### src/hw/rtl/masked_fault_latch_with_debounce_unit_macros.svh
// Assertion macros shared by the fault latch RTL.
`ifndef MASKED_FAULT_LATCH_WITH_DEBOUNCE_UNIT_MACROS_SVH
`define MASKED_FAULT_LATCH_WITH_DEBOUNCE_UNIT_MACROS_SVH
`ifndef SYNTHESIS
`define MFL_ASSERT_SAME(lbl, clk, rst, cond) \
   lbl: assert property (@(posedge clk) disable iff (rst) (cond)) \
      else $error("mfl assertion failed");
`define MFL_ASSERT_IMPLIES(lbl, clk, rst, ante, cons) \
   lbl: assert property (@(posedge clk) disable iff (rst) (ante) |-> (cons)) \
      else $error("mfl assertion failed");
`define MFL_ASSERT_NEXT(lbl, clk, rst, ante, cons) \
   lbl: assert property (@(posedge clk) disable iff (rst) (ante) |=> (cons)) \
      else $error("mfl assertion failed");
`else
`define MFL_ASSERT_SAME(lbl, clk, rst, cond)
`define MFL_ASSERT_IMPLIES(lbl, clk, rst, ante, cons)
`define MFL_ASSERT_NEXT(lbl, clk, rst, ante, cons)
`endif
`endif

### src/hw/rtl/mfl_pkg.sv
// Types and constants of the masked fault latch with debounce.
package mfl_pkg;

   localparam int FaultWidth    = 16;
   localparam int DebounceWidth = 8;
   localparam int CsrIndexWidth = 2;

   localparam logic [DebounceWidth-1:0] DebounceAllLow  = 8'h00;
   localparam logic [DebounceWidth-1:0] DebounceAllHigh = 8'hFF;

   localparam logic [FaultWidth-1:0] MaskReset     = 16'hFFFF;
   localparam logic [FaultWidth-1:0] NonMaskReset  = 16'h0000;
   localparam logic [FaultWidth-1:0] ExternalReset = 16'h0001;

   typedef enum logic [1:0] {
      OP_TRIGGER  = 2'd0,
      OP_CLEAR    = 2'd1,
      OP_SET_MASK = 2'd2,
      OP_TICK     = 2'd3
   } op_type;

   typedef enum logic [CsrIndexWidth-1:0] {
      CSR_NON_MASKABLE = 2'd0,
      CSR_EXTERNAL     = 2'd1
   } csr_index_type;

   typedef struct packed {
      op_type                op;
      logic [FaultWidth-1:0] fault_bits;
      logic                  pin_level;
   } req_type;

   typedef struct packed {
      logic [FaultWidth-1:0] fault_flags;
      logic [FaultWidth-1:0] mask_value;
      logic                  status_fault;
      logic                  disable_load;
      logic                  pin_drive_low;
      logic                  led_on;
   } rsp_type;

   typedef struct packed {
      logic [FaultWidth-1:0]    fault;
      logic [FaultWidth-1:0]    mask;
      logic                     status;
      logic                     drive;
      logic                     led;
      logic [DebounceWidth-1:0] debounce;
      logic                     ext_armed;
   } state_type;

   typedef struct packed {
      logic [FaultWidth-1:0] non_maskable;
      logic [FaultWidth-1:0] external;
   } cfg_type;

endpackage

### src/hw/rtl/mfl_eval.sv
// Next-state and result logic for one fault latch operation.
module mfl_eval (
   input  mfl_pkg::req_type   item,
   input  mfl_pkg::state_type cur,
   input  mfl_pkg::cfg_type   cfg,
   output mfl_pkg::state_type nxt,
   output mfl_pkg::rsp_type   rsp
);

   logic [mfl_pkg::FaultWidth-1:0]    fault_new;
   logic [mfl_pkg::DebounceWidth-1:0] shift_new;
   logic                              do_eval;
   logic                              unmasked;
   logic                              internal_set;

   always_comb begin
      nxt       = cur;
      fault_new = cur.fault;
      shift_new = {cur.debounce[mfl_pkg::DebounceWidth-2:0], item.pin_level};
      do_eval   = 1'b0;
      case (item.op)
         mfl_pkg::OP_TRIGGER: begin
            fault_new = cur.fault | item.fault_bits;
            do_eval   = (fault_new != cur.fault);
         end
         mfl_pkg::OP_CLEAR: begin
            fault_new = cur.fault & ~item.fault_bits;
            do_eval   = 1'b1;
         end
         mfl_pkg::OP_SET_MASK: begin
            nxt.mask = item.fault_bits | cfg.non_maskable;
            do_eval  = 1'b1;
         end
         mfl_pkg::OP_TICK: begin
            nxt.debounce = shift_new;
            if (shift_new == mfl_pkg::DebounceAllLow) begin
               // The pin fires once per low period, and only with no live fault.
               if (!cur.ext_armed && ((cur.fault & cur.mask) == '0)) begin
                  fault_new     = cur.fault | cfg.external;
                  do_eval       = (fault_new != cur.fault);
                  nxt.ext_armed = 1'b1;
               end
            end else if (shift_new == mfl_pkg::DebounceAllHigh) begin
               nxt.ext_armed = 1'b0;
            end
         end
         default: begin
            do_eval = 1'b0;
         end
      endcase
      nxt.fault = fault_new;

      unmasked     = ((fault_new & nxt.mask) != '0);
      internal_set = ((fault_new & ~cfg.external) != '0);
      if (do_eval) begin
         nxt.status = unmasked;
         nxt.drive  = unmasked && internal_set;
         nxt.led    = unmasked && internal_set;
      end

      rsp.fault_flags   = nxt.fault;
      rsp.mask_value    = nxt.mask;
      rsp.status_fault  = nxt.status;
      rsp.disable_load  = do_eval && unmasked;
      rsp.pin_drive_low = nxt.drive;
      rsp.led_on        = nxt.led;
   end

endmodule

### src/hw/rtl/mfl_state.sv
// Fault, mask, debounce and configuration registers.
module mfl_state (
   input  logic                                clock,
   input  logic                                reset,
   input  logic                                update_en,
   input  mfl_pkg::state_type                  state_in,
   input  logic                                csr_wr_en,
   input  logic [mfl_pkg::CsrIndexWidth-1:0]   csr_index,
   input  logic [mfl_pkg::FaultWidth-1:0]      csr_wdata,
   output mfl_pkg::state_type                  state_ff,
   output mfl_pkg::cfg_type                    cfg_ff
);

   mfl_pkg::cfg_type cfg_in;

   always_comb begin
      cfg_in = cfg_ff;
      if (csr_wr_en) begin
         case (csr_index)
            mfl_pkg::CSR_NON_MASKABLE: cfg_in.non_maskable = csr_wdata;
            mfl_pkg::CSR_EXTERNAL:     cfg_in.external     = csr_wdata;
            default:                   cfg_in              = cfg_ff;
         endcase
      end
   end

   always_ff @(posedge clock) begin
      if (reset) begin
         state_ff.fault     <= '0;
         state_ff.mask      <= mfl_pkg::MaskReset;
         state_ff.status    <= 1'b0;
         state_ff.drive     <= 1'b0;
         state_ff.led       <= 1'b0;
         state_ff.debounce  <= mfl_pkg::DebounceAllHigh;
         state_ff.ext_armed <= 1'b0;
         cfg_ff.non_maskable <= mfl_pkg::NonMaskReset;
         cfg_ff.external     <= mfl_pkg::ExternalReset;
      end else begin
         if (update_en) begin
            state_ff <= state_in;
         end
         cfg_ff <= cfg_in;
      end
   end

endmodule

### src/hw/rtl/masked_fault_latch_with_debounce_unit.sv
// Top level of the masked fault latch with external pin debounce.
//
//   port group  direction  transfer when         payload
//   req_        in         req_valid & !req_stall  mfl_pkg::req_type
//   rsp_        out        rsp_valid & !rsp_stall  mfl_pkg::rsp_type
//   csr_        in         csr_wr_en              index and 16-bit data
//
// One item per cycle sustained while the result is not stalled; a request passes the
// input register, then evaluation into the result register, before its result is valid.
// The state registers update in the same cycle the result register loads.
// Reset is synchronous; no clearing pass is needed.
// A stalled result holds the input register, which then stalls the request side.
`include "masked_fault_latch_with_debounce_unit_macros.svh"
module masked_fault_latch_with_debounce_unit (
   input  logic                              clock,
   input  logic                              reset,
   input  logic                              req_valid,
   output logic                              req_stall,
   input  mfl_pkg::req_type                  req_payload,
   output logic                              rsp_valid,
   input  logic                              rsp_stall,
   output mfl_pkg::rsp_type                  rsp_payload,
   input  logic                              csr_wr_en,
   input  logic [mfl_pkg::CsrIndexWidth-1:0] csr_index,
   input  logic [mfl_pkg::FaultWidth-1:0]    csr_wdata
);

   logic               s1_valid_ff;
   logic               s1_valid_in;
   mfl_pkg::req_type   s1_item_ff;
   logic               rsp_valid_ff;
   logic               rsp_valid_in;
   mfl_pkg::rsp_type   rsp_payload_ff;
   mfl_pkg::rsp_type   rsp_payload_in;
   mfl_pkg::state_type state_ff;
   mfl_pkg::state_type state_in;
   mfl_pkg::cfg_type   cfg_ff;
   logic               out_ready;
   logic               advance;
   logic               accept;

   assign out_ready = !rsp_valid_ff || !rsp_stall;
   assign advance   = s1_valid_ff && out_ready;
   assign req_stall = s1_valid_ff && !out_ready;
   assign accept    = req_valid && !req_stall;

   assign s1_valid_in  = accept || (s1_valid_ff && !advance);
   assign rsp_valid_in = advance || (rsp_valid_ff && rsp_stall);

   mfl_eval u_eval (
      .item (s1_item_ff),
      .cur  (state_ff),
      .cfg  (cfg_ff),
      .nxt  (state_in),
      .rsp  (rsp_payload_in)
   );

   mfl_state u_state (
      .clock     (clock),
      .reset     (reset),
      .update_en (advance),
      .state_in  (state_in),
      .csr_wr_en (csr_wr_en),
      .csr_index (csr_index),
      .csr_wdata (csr_wdata),
      .state_ff  (state_ff),
      .cfg_ff    (cfg_ff)
   );

   always_ff @(posedge clock) begin
      if (reset) begin
         s1_valid_ff  <= 1'b0;
         rsp_valid_ff <= 1'b0;
      end else begin
         s1_valid_ff  <= s1_valid_in;
         rsp_valid_ff <= rsp_valid_in;
      end
      if (accept) begin
         s1_item_ff <= req_payload;
      end
      if (advance) begin
         rsp_payload_ff <= rsp_payload_in;
      end
   end

   assign rsp_valid   = rsp_valid_ff;
   assign rsp_payload = rsp_payload_ff;

   // The status bit always tracks whether an unmasked fault is latched.
   `MFL_ASSERT_SAME(a_status_tracks_fault, clock, reset,
      state_ff.status == ((state_ff.fault & state_ff.mask) != '0))
   `MFL_ASSERT_IMPLIES(a_disable_needs_status, clock, reset,
      rsp_valid_ff && rsp_payload_ff.disable_load, rsp_payload_ff.status_fault)
   `MFL_ASSERT_IMPLIES(a_pin_led_agree, clock, reset,
      rsp_valid_ff, rsp_payload_ff.pin_drive_low == rsp_payload_ff.led_on)
   `MFL_ASSERT_NEXT(a_stage_holds, clock, reset,
      s1_valid_ff && !advance, s1_valid_ff && $stable(s1_item_ff))

endmodule
### config.mk
export PLATFORM = sky130hd
export DESIGN_NAME = masked_fault_latch_with_debounce_unit
export DESIGN_NICKNAME = d
export VERILOG_FILES = /design/src/hw/rtl/mfl_pkg.sv /design/src/hw/rtl/mfl_eval.sv /design/src/hw/rtl/mfl_state.sv /design/src/hw/rtl/masked_fault_latch_with_debounce_unit.sv
export VERILOG_INCLUDE_DIRS = /design/src /design/src/hw/rtl
export SDC_FILE = /design/constraint.sdc
export NUM_CORES = 1
export LEC_CHECK = 0
export BUFFER_PORTS_ARGS = -buffer_cell sky130_fd_sc_hd__buf_4
export CORE_ASPECT_RATIO = 0.5
export CORE_MARGIN = 4
export CORE_UTILIZATION = 35
export DETAILED_ROUTE_END_ITERATION = 10
export HOLD_SLACK_MARGIN = 0.08
export PLACE_DENSITY = 0.6
export RECOVER_POWER = 50
export SETUP_SLACK_MARGIN = 0.02
export SLEW_MARGIN = 40
export SYNTH_ARGS = -nofsm -noshare
export SYNTH_HDL_FRONTEND = slang
export SYNTH_SLANG_ARGS = --single-unit
### constraint.sdc
create_clock -name clock -period 3 [get_ports clock]
set_input_delay 0.15 -clock clock [delete_from_list [all_inputs] [get_ports clock]]
set_output_delay 0.15 -clock clock [all_outputs]
set_load 0.02 [all_outputs]
# After elaboration in Yosys (flattened, before gate mapping)
# Index checks and enable logic that the tools add are counted.
word_totals:
  regBits: 132
  in_bits: 42
  output_inout_bits: 38
  elab_cells: 77
classes:
  eq_ne: 8
  muxes: 11
  bitwise_logic: 9
  reduce_logical: 29
op_table:
  columns: ["cell", "n"]
  rows:
  - ["AND 16 bit", 4]
  - ["2-to-1 mux 16 bit", 3]
  - ["bitwise OR 16 bit", 3]
  - ["case mux 16 bit (3 select lines)", 1]
  - ["!= test 16 bit", 2]
  - ["NOT 16 bit", 2]
  - ["nonzero test 16 bit", 2]
  - ["logical NOT 16 bit", 1]
  - ["== test 8 bit, second input constant", 1]
  - ["logical AND 1 bit", 8]
  - ["logical NOT 8 bit", 1]
  - ["logical NOT 1 bit", 6]
  - ["AND reduction 2 bit", 3]
  - ["2-to-1 mux 1 bit", 5]
  - ["== test 2 x 1 -> 1 bit, second input constant", 2]
  - ["== test 2 bit, second input constant", 2]
  - ["logical NOT 2 bit", 2]
  - ["AND reduction 4 bit", 1]
  - ["logical OR 1 bit", 3]
  - ["2-to-1 mux 3 bit", 1]
  - ["case mux 1 bit (3 select lines)", 1]
  - ["!= test 2 bit, second input constant", 1]
  - ["nonzero test 2 bit", 1]
  - ["OR reduction 2 bit", 1]

# Longest topological paths before layout
# Gate-level depths: netlist of run 1.
logic_depth:
  depth_word: 10
  ltp_mapped: 12

# Modules after synthesis
# Synthesis of run 1 repeated with hierarchy kept, for this count alone.
hier_totals:
  cells_unflattened: 685
  area_unflattened_um2: 6904.1
modules_own_cells:
  columns: ["mod", "instances", "cells_each", "area_per_inst_um2", "seq_area_each_um2"]
  rows:
  - ["mfl_state", 1, 268, 2976.6, 1521.5]
  - ["mfl_eval", 1, 352, 2189.6, 0.0]
  - ["masked_fault_latch_with_debounce_unit", 1, 65, 1737.9, 1691.6]

# Worst setup path before layout of run 1
# Ideal clock, no wire load.
synth_timing:
  kind: "register to register"
  startpoint: "register s1_item_ff[17] (netlist name)"
  endpoint: "register rsp_payload_ff (netlist bit rsp_payload[0]), data pin"
  setup_time_ns: 0.260
  arrival_ns: 2.633
  required_ns: 2.740
  slack_ns: 0.107
  stages_incl_launch_ff: 13
  n_path_buf: 2
  cell_sequence: "edfxtp_1 inv_1 ha_1 buf_6 or3_1 buf_6 o22ai_4 nor2_1 a2111o_1 o41ai_2 and3_2 a21oi_2 mux2_2"
synth_rtl:
  columns: ["item", "line", "text"]
  rows:
  - ["from (decl)", "masked_fault_latch_with_debounce_unit.sv:30", "mfl_pkg::req_type s1_item_ff;"]
  - ["from (signal assigned)", "masked_fault_latch_with_debounce_unit.sv:79", "s1_item_ff <= req_payload;"]
  - ["to (signal assigned)", "masked_fault_latch_with_debounce_unit.sv:82", "rsp_payload_ff <= rsp_payload_in;"]
  - ["to (decl)", "masked_fault_latch_with_debounce_unit.sv:33", "mfl_pkg::rsp_type rsp_payload_ff;"]

==> metrics.md, run 1 <==
| Metric | Value |
|---|---|
| Worst hold margin | `about 0.11 ns` |
| Die Ht | `approximately 100 um` |
| First-pass GRT wire length | `33800 um` |
| Worst Hold Class | `in2reg` |
| Min Tclk post-route | `2.91 ns` |
| Port buffer count | `between 70 and 80` |
| Worst-path fanout max | `4` |
| Clk slew on worst S/H paths | `~0.06 ns` |
| Nets | `905` |
| Initial core utilization | `36.2%` |
| WP data required | `between 3 and 4 ns` |
| N_diodes | `0` |
| Final GP Congestion | `~0.96` |
| Reg2Reg Depth | `10` |
| H-tree lvl count | `4` |
| FMAX | `between 0.3 and 0.4 GHz` |
| Actual slew at the worst max-slew pin | `1.38 ns` |
| Hold Violations, Final | `0` |
| Final ANT Viol Nets | `0` |
| Seq cells post-synth | `132` |
| Synth area leader | `edfxtp_1` |
| Kind of critical path | `reg2reg` |
| Pin count of the biggest net entering global routing | `a little under 80` |
| WL final | `22600 um` |
| Drt via density | `around 5.5` |
| R2r startpoint | `s1_item_ff[17]$_DFFE_PP_` |
| Initial antenna violation count | `0` |
| Total CTS buffers | `17` |
| Synth Instances | `716` |
| Mapped cell area | `approximately 0.0064 mm^2` |
| Met3 global-route usage | `under 10%` |
| Avg Cell Area, Syn | `approximately 8.9 um^2` |
| Die area | `around 0.021 mm^2` |
| Buffer type at the clock tree root | `clkbuf_16` |
| DR DRC count | `0` |
| GR peak layer | `met1` |
| Fin. max-slew vios | `0` |
| Distinct cells, synth | `58` |
| Share of layout cells above drive strength 1 | `17.3%` |
| 1st-pass router iterations | `5` |
| Max cap viols | `0` |
| Clk buf depth | `2` |
| Status | `finished clean` |
| Std cell rows | `34` |
| Clock sink count | `132` |
| Post-Syn Nets | `763` |
| Detail Placement HPWL | `16600 um` |
| Die X | `roughly 200 um` |
| Drt initial violations | `582` |
| IO Count | `80` |
| Arrival time at the worst endpoint | `3.07 ns` |
| Register area share after synthesis | `50.0%` |
| Area growth from synthesis to layout | `30.3%` |
| Vias in the first global route | `~5600` |
| Via count | `6109` |
| Setup slack, reg-to-reg | `0.09 ns` |
| Synth top area share | `25.9%` |
| Slew margin rel. | `7.97%` |
| Layout Skew | `0.00760 ns` |
| Skew-Pair Late Insertion Delay | `~0.42 ns` |
| Synth Flop Type | `dfxtp_1` |
| Setup_tns | `0 ns` |
| Leakage | `3.10 nW` |
| PwrDens | `563 mW/mm^2` |
| Largest cells by area after synthesis | `edfxtp_1 (26%), dfxtp_1 (24%), nand2_1 (7.9%)` |
| GRT Resource Usage Total | `22.1%` |
| # fillers | `1759` |
| YS warnings | `0` |
| Avg WL per Cell | `20.4 um` |
| GR Util met2 | `28.9%` |
| Final worst path period share | `96.8%` |
| Worst setup SP type | `register` |
| FF-to-FF End | `rsp_payload[0]$_DFFE_PP_` |
| Final setup viols | `0` |
| Count of flip-flops with a built-in enable after synthesis | `55` |
| Critical Path End Type | `register` |
| Routing usage on met1 | `34.6%` |
| Setup crit end | `rsp_payload[0]$_DFFE_PP_` |
| Post-synth ARST share | `0%` |
| Max rail drop VDD | `0.000401 V` |
| CP startpoint | `s1_item_ff[17]$_DFFE_PP_` |
| Total core area | `0.0176 mm^2` |
| Gr ovfl total | `0` |
| CTS tree | `yes` |
==> routing by layer <==
layer,vias to the layer above,wire (um)
li1,2864,-
met1,2931,11500
met2,296,8750
met3,18,2190
met4,0,158
met5,-,0
==> worst min-delay path by stage <==
stage | from | end | cells after the start
final | csr_index[0] | u_state.cfg_ff[31]$_SDFFE_PP0P_ | 4
after global routing | csr_index[0] | u_state.cfg_ff[19]$_SDFFE_PP0P_ | 4
after CTS | csr_index[1] | u_state.cfg_ff[19]$_SDFFE_PP0P_ | 4
after detailed placement | req_payload[5] | s1_item_ff[5]$_DFFE_PP_ | 1
after global placement | req_payload[13] | s1_item_ff[13]$_DFFE_PP_ | 1
after floorplan | req_payload[0] | s1_item_ff[0]$_DFFE_PP_ | 0
==> report_power, final <==
group / internal, mW / switching, mW / total [mW]
combinational: 0.271 / 0.366 / 0.637
sequential: 1.97 / 0.0836 / 2.05
clock: 1.15 / 0.846 / 1.99
==> per-stage QoR <==
stage	util (%)	instance area, um^2	setup slack [ns]	total power [mW]	cells
after global placement	42.3	7450	0.0289	2.67	1033
after CTS	47.7	8400	0.0246	4.71	1104
final	47.2	8320	0.0949	4.68	1105
after floorplan	-	6380	0.107	2.40	716
after global routing	47.2	8320	-0.00270	4.85	1105
after detailed placement	42.3	7460	-0.0878	2.68	1033
==> synthesized netlist by cell type (all sizes together), types with 2 or more instances <==
master / number
a2bb2oi: 8
nand2b: 2
a22oi: 9
a221o: 3
ha: 5
buf: 20
o21a: 3
o22ai: 26
nor4: 3
o21ai: 11
edfxtp: 55
a222oi: 2
a2111o: 2
a21o: 2
a311oi: 2
nor2: 52
and3: 12
nand2: 135
nand3b: 12
a211o: 15
a22o: 3
a31oi: 2
nor2b: 38
dfxtp: 77
mux2: 2
a21oi: 89
nand4: 12
nor3: 5
inv: 36
a211oi: 11
clkbuf: 27
o221ai: 8
or3b: 3
a2111oi: 8
==> flip-flops by register name, indices dropped and copies added, names as in the netlist <==
signal            count
s1_valid_ff           1
rsp_valid             1
u_state.state_ff     43
u_state.cfg_ff       32
s1_item_ff           19
rsp_payload          36
==> what timing repair did <==
item | CTS | global route
pin swaps | 1 | 5
cloned | 0 | 0
setup buffers | 2 | 1
hold endpoints to repair | 53 | 0
hold buffers | 37 | 0
gates resized for setup | 1 | 21
endpoints found under the setup margin | 4 | 7
==> worst max-delay path, stage by stage, from the launching register on <==
cell      delay, ns
edfxtp_1       0.41
inv_2          0.07
ha_1           0.21
or3_4          0.41
o22ai_4        0.19
nor2_1         0.07
a2111o_1       0.44
o41ai_2        0.29
and3_4         0.25
a21oi_2        0.07
mux2_2         0.26
==> cell type report <==
cell class | instances | area [um^2] | area share, %
Sequential cell | 132 | 3190 | 38.4
Multi-Input combinational cell | 501 | 2910 | 35.0
Timing Repair Buffer | 170 | 1230 | 14.8
Clock buffer | 18 | 429 | 5.16
Tap cell | 234 | 293 | 3.52
Inverter | 36 | 135 | 1.62
Clock inverter | 14 | 126 | 1.52
==> logic make-up (layout without fill, tap and decap cells) <==
logic type      Yosys count  in the layout  synth area share [%]
compound gates          213            213                  22.5
fa+ha+maj                 5              5                 0.980
buf+inv                  83            238                  5.37
flops                   132            132                  50.0
mux                       3              3                 0.510
simple gates            280            280                  20.6
==> cell usage in the layout, fill, tap and decap left out, types with 17 or more instances in the layout <==
cell             n
nand2_1        135
a21oi_1         87
dfxtp_1         77
buf_4           69
edfxtp_1        55
nor2_1          51
clkbuf_1        42
dlygate4sd3_1   37
nor2b_1         36
inv_1           33
o22ai_1         24
clkbuf_4        19
clkbuf_16       17
No activity file was read; power rests on OpenSTA's default activity.
==> inputs of run 2 (changes only) <==
--- a/config.mk
+++ b/config.mk
@@ -7,12 +7,14 @@
 export NUM_CORES = 1
 export LEC_CHECK = 0
 export BUFFER_PORTS_ARGS = -buffer_cell sky130_fd_sc_hd__buf_4
+export CELL_PAD_IN_SITES_DETAIL_PLACEMENT = 1
+export CELL_PAD_IN_SITES_GLOBAL_PLACEMENT = 1
 export CORE_ASPECT_RATIO = 0.5
 export CORE_MARGIN = 4
 export CORE_UTILIZATION = 35
 export DETAILED_ROUTE_END_ITERATION = 10
 export HOLD_SLACK_MARGIN = 0.08
-export PLACE_DENSITY = 0.6
+export PLACE_DENSITY = 0.73
 export RECOVER_POWER = 50
 export SETUP_SLACK_MARGIN = 0.02
 export SLEW_MARGIN = 40
==> metrics.md, run 2 (synthesized netlist as in run 1, its figures left out) <==
| Metric | Value |
|---|---|
| Kind of critical path | `reg2reg` |
| Fin. max-slew vios | `0` |
| Most common cell after layout, fill and taps aside | `nand2_1` |
| FMAX | `0.332 GHz` |
| Via count | `6231` |
| Failing checks | `negative setup slack` |
| Worst-path fanout max | `4` |
| Reg2Reg Depth | `9` |
| WP data required | `3.18 ns` |
| Min Tclk post-route | `around 3 ns` |
| RSZ-0062 raised after global routing | `yes` |
| Area after DPL | `about 0.0075 mm^2` |
| Die X | `199 um` |
| Vias in the first global route | `just over 6000` |
| FF-to-FF End | `rsp_payload[0]$_DFFE_PP_` |
| R2r startpoint | `s1_item_ff[17]$_DFFE_PP_` |
| Layout Skew | `0.00917 ns` |
| Avg WL per Cell | `22.0 um` |
| Comb power frac | `13.6%` |
| Most flops, register | `u_state.state_ff` |
| Nets | `905` |
| Setup slack, reg-to-reg | `-0.01 ns` |
| Max rail drop VDD | `0.000400 V` |
| IO Count | `80` |
| N_diodes | `0` |
| Fraction of power consumed by the clock network | `a little over two fifths` |
| Share of layout cells above drive strength 1 | `18.3%` |
| Internal | `3.49 mW` |
| Total core area | `~0.018 mm^2` |
| Post-route setup slack | `-0.0132 ns` |
| Clk buf depth | `2` |
| Gr ovfl total | `0` |
| Finished Layout Cells | `around 1100` |
| Clock sink count | `132` |
| Port buffer count | `79` |
| Detail Placement HPWL | `about 18000 um` |
| Setup crit end | `rsp_payload[0]$_DFFE_PP_` |
| Final worst path period share | `100%` |
| Buffer type at the clock tree root | `clkbuf_16` |
| Final GP Congestion | `0.944` |
| Reg power frac | `42.8%` |
| WHS Path Cells | `4` |
| Commonest non-fill, non-tap cells in the layout | `nand2_1 (135), a21oi_1 (88), dfxtp_1 (77)` |
| Clk slew on worst S/H paths | `0.06 ns` |
| Drt via density | `5.64` |
| Hold Violations, Final | `0` |
| Die area | `0.0206 mm^2` |
| Pre-CTS setup slack | `-0.124 ns` |
| Worst hold margin | `0.111 ns` |
| Die Ht | `103 um` |
| Status | `finished with violations` |
| WL final | `24300 um` |
| DR DRC count | `0` |
| First-pass GRT wire length | `36900 um` |
| Sw power | `~1.3 mW` |
| Setup_tns | `-0.0240 ns` |
| PwrDens | `568 mW/mm^2` |
| Pin count of the biggest net entering global routing | `79` |
| H-tree lvl count | `4` |
| 1st-pass router iterations | `5` |
| Max cap viols | `0` |
| Final ANT Viol Nets | `0` |
| Critical Path End Type | `register` |
| Worst setup SP type | `register` |
| Drt initial violations | `525` |
| Arrival time at the worst endpoint | `around 3.2 ns` |
| Total CTS buffers | `17` |
| Final setup viols | `2` |
| Leakage | `roughly 3.1 nW` |
| CTS tree | `yes` |
| Worst Hold Class | `in2reg` |
| Switching Fraction | `between 20% and 30%` |
| GRT Resource Usage Total | `around a quarter` |
| Max reg flops | `43` |
| Skew-Pair Late Insertion Delay | `0.43 ns` |
| CP startpoint | `s1_item_ff[17]$_DFFE_PP_` |
| DP Cell Count | `1032` |
| Area growth from synthesis to layout | `32.3%` |
| Std cell rows | `34` |
| Initial antenna violation count | `0` |
| Fin area | `around 0.0084 mm^2` |
| Actual slew at the worst max-slew pin | `between 1 and 1.5 ns` |
| Slew margin rel. | `9.19%` |
| Initial core utilization | `roughly 36%` |
run 2: what timing repair did:
action                                  in CTS  in global routing
pin swaps                                    3                 11
resized for setup                            5                 32
endpoints found under the hold margin       53                  0
gates cloned                                 0                  0
hold buffers                                37                  0
endpoints found under the setup margin       3                  6
setup buffers                                0                  4
run 2: layout make-up:
| cell class | count | area [um^2] |
|---|---|---|
| Clock buffer | 18 | 439 |
| Clock inverter | 14 | 154 |
| Fill cell | 2079 | 9170 |
| Inverter | 36 | 135 |
| Multi-Input combinational cell | 501 | 2990 |
| Sequential cell | 132 | 3190 |
| Tap cell | 234 | 293 |
| Timing Repair Buffer | 170 | 1240 |
run 2: layer usage:
layer	GRT usage (%)	vias up	share of wire, %
li1	-	2859	-
met1	37.6	3084	51
met2	33.0	270	40
met3	6.44	18	8.5
met4	5.15	0	0.86
met5	0	-	0
run 2: metrics by stage:
step	util [%]	power (mW)
after global placement	42.3	2.67
after global routing	47.9	4.98
after detailed placement	42.3	2.68
after floorplan	-	2.40
after CTS	47.9	4.81
final	47.9	4.79
run 2: how the worst min path moves through the flow:
stage | slack [ns] | end | startpoint
after floorplan | 0.25 | s1_item_ff[0]$_DFFE_PP_ | req_payload[0]
after global placement | 0.33 | s1_item_ff[13]$_DFFE_PP_ | req_payload[13]
after detailed placement | 0.33 | s1_item_ff[15]$_DFFE_PP_ | req_payload[15]
after CTS | 0.1 | u_state.cfg_ff[17]$_SDFFE_PP0P_ | csr_index[1]
after global routing | 0.12 | u_state.cfg_ff[31]$_SDFFE_PP0P_ | csr_index[0]
final | 0.11 | u_state.cfg_ff[23]$_SDFFE_PP0P_ | csr_index[0]
run 2: worst max-delay path, stage by stage, from the launching register on:
cell      delay, ns
edfxtp_1       0.43
inv_2          0.11
ha_2           0.22
or3_4          0.38
o2111a_1       0.26
a2111o_1       0.41
o41ai_2        0.35
and3_4         0.27
a21oi_2        0.06
mux2_2         0.27
run 2: power by group through the flow:
stage	clock, mW	combinational, mW	sequential, mW
2_1_floorplan	0	0.312	2.09
4_1_cts	2.12	0.645	2.05
5_1_grt	2.21	0.706	2.06
3_5_place_dp	0	0.599	2.08
3_3_place_gp	0	0.586	2.08
6_report	2.09	0.654	2.05
==> inputs of run 3 (changes only) <==
--- a/config.mk
+++ b/config.mk
@@ -16,7 +16,7 @@
 export HOLD_SLACK_MARGIN = 0.08
 export PLACE_DENSITY = 0.73
 export RECOVER_POWER = 50
-export SETUP_SLACK_MARGIN = 0.02
+export SETUP_SLACK_MARGIN = 0.15
 export SLEW_MARGIN = 40
 export SYNTH_ARGS = -nofsm -noshare
 export SYNTH_HDL_FRONTEND = slang
==> metrics.md, run 3 (synthesized netlist as in run 1, its figures left out) <==
| Metric | Value |
|---|---|
| RSZ-0062 raised after global routing | `yes` |
| Worst setup SP type | `register` |
| IO Count | `80` |
| Skew-Pair Late Insertion Delay | `0.43 ns` |
| Final GP Congestion | `a little over 0.9` |
| Final ANT Viol Nets | `0` |
| Leakage | `3.16 nW` |
| Nets | `approximately 900` |
| Setup_tns | `0 ns` |
| Total CTS buffers | `17` |
| Die area | `between 0.02 and 0.025 mm^2` |
| Worst-path fanout max | `4` |
| Via count | `6237` |
| Gr ovfl total | `0` |
| First-pass GRT wire length | `37200 um` |
| Clock sink count | `about 130` |
| Detail Placement HPWL | `18200 um` |
| Area growth from synthesis to layout | `33.4%` |
| GRT Resource Usage Total | `approximately a quarter` |
| Most flops, register | `u_state.state_ff` |
| Slew margin rel. | `9.12%` |
| Worst hold margin | `0.0986 ns` |
| Final setup viols | `0` |
| Drt initial violations | `671` |
| Clk slew on worst S/H paths | `roughly 0.060 ns` |
| Max cap viols | `0` |
| Critical path's largest stage delay | `0.45 ns` |
| Initial core utilization | `a little over a third` |
| Avg WL per Cell | `22.2 um` |
| H-tree lvl count | `4` |
| Pre-CTS setup slack | `-0.00376 ns` |
| Commonest non-fill, non-tap cells in the layout | `nand2_1 (135), a21oi_1 (84), dfxtp_1 (77)` |
| Tot Pwr | `4.87 mW` |
| Arrival time at the worst endpoint | `3.17 ns` |
| Total core area | `0.0176 mm^2` |
| Worst Path Buf+Inv | `1` |
| DP Cell Count | `around 1000` |
| WL final | `24700 um` |
| Crit-path slowest cell | `edfxtp_1` |
| FMAX | `0.334 GHz` |
| Std cell rows | `34` |
| Hold Violations, Final | `0` |
| PwrDens | `571 mW/mm^2` |
| Die X | `roughly 200 um` |
| Cell family contributing the most delay on the critical path | `compound AO/OA/AOI/OAI gates` |
| Critical Path End Type | `register` |
| Buffer type at the clock tree root | `clkbuf_16` |
| CP Cell Sequence | `buf_6 -> ha_4 -> or3_4 -> o2111a_1 -> a2111o_1 -> o41ai_2 -> and3_4 -> a21oi_4 -> mux2_4` |
| Max rail drop VDD | `approximately 0.00037 V` |
| Drt via density | `between 5 and 6` |
| Final Util | `48.4%` |
| Pin count of the biggest net entering global routing | `79` |
| Status | `finished clean` |
| Layout Skew | `~0.0076 ns` |
| Vias in the first global route | `around 6200` |
| Actual slew at the worst max-slew pin | `1.36 ns` |
| 1st-pass router iterations | `7` |
| Kind of critical path | `reg2reg` |
| CTS tree | `yes` |
| Most common cell after layout, fill and taps aside | `nand2_1` |
| Die Ht | `103 um` |
| DR DRC count | `0` |
| Worst Hold Class | `in2reg` |
| Finished Layout Cells | `roughly 1100` |
| Post-route setup slack | `0.00835 ns` |
| WP data required | `3.18 ns` |
| Port buffer count | `79` |
| Fin. max-slew vios | `0` |
| Initial antenna violation count | `0` |
| Clk buf depth | `2` |
| Share of layout cells above drive strength 1 | `18.4%` |
| Fin area | `roughly 0.0085 mm^2` |
| Min Tclk post-route | `roughly 3.0 ns` |
| Area after DPL | `0.00750 mm^2` |
| Final worst path period share | `99.7%` |
| Max reg flops | `43` |
-- run 3: cell types whose count changed in the layout (fill, tap and decap cells not counted), moves of 3 or more --
cell | before | now
clkinvlp_4 | 6 | 3
buf_4 | 68 | 72
a21oi_2 | 1 | 4
a21oi_1 | 88 | 84
-- run 3: worst register-to-register path, stage by stage, from the launching register on --
cell	delay, ns
edfxtp_1	0.45
buf_6	0.16
ha_4	0.16
or3_4	0.37
o2111a_1	0.26
a2111o_1	0.44
o41ai_2	0.31
and3_4	0.26
a21oi_4	0.06
mux2_4	0.26
-- run 3: final timing paths --
check / slack, ns / end / cells after the start / startpoint
worst min-delay path: 0.1 / u_state.cfg_ff[27]$_SDFFE_PP0P_ / 4 / csr_index[0]
worst max register to register: 0.008 / rsp_payload[1]$_DFFE_PP_ / 9 / s1_item_ff[18]$_DFFE_PP_
worst min register to register: 0.46 / u_state.cfg_ff[17]$_SDFFE_PP0P_ / 2 / u_state.cfg_ff[17]$_SDFFE_PP0P_
worst max-delay path: 0.008 / rsp_payload[1]$_DFFE_PP_ / 9 / s1_item_ff[18]$_DFFE_PP_
-- run 3: what timing repair did --
action,CTS,global route
hold buffers,37,0
resized for setup,10,26
setup endpoints to repair,4,8
hold endpoints to repair,53,0
gates cloned,0,0
pin swaps,6,12
setup buffers,1,4
-- run 3: layer usage --
metal	up-vias	part of all wire (%)	wire length, um	GRT usage [%]
li1	2871	-	-	-
met1	3117	49	12200	37.0
met2	226	40	9810	33.4
met3	23	9.5	2350	7.41
met4	0	1.2	306	6.36
met5	-	0	0	0
-- run 3: power by group --
group,internal [mW],switching (mW)
clock,1.32,0.821
combinational,0.277,0.393
sequential,1.97,0.0842
-- run 3: area by class of cell --
cell class / count / area [um^2]
fill: 2076 / 9090
sequential: 132 / 3190
multi-input combinational: 501 / 3010
timing repair buffer: 175 / 1280
clock buffer: 19 / 443
tap: 234 / 293
clock inverter: 13 / 158
inverter: 36 / 138
antenna: 1 / 2.50
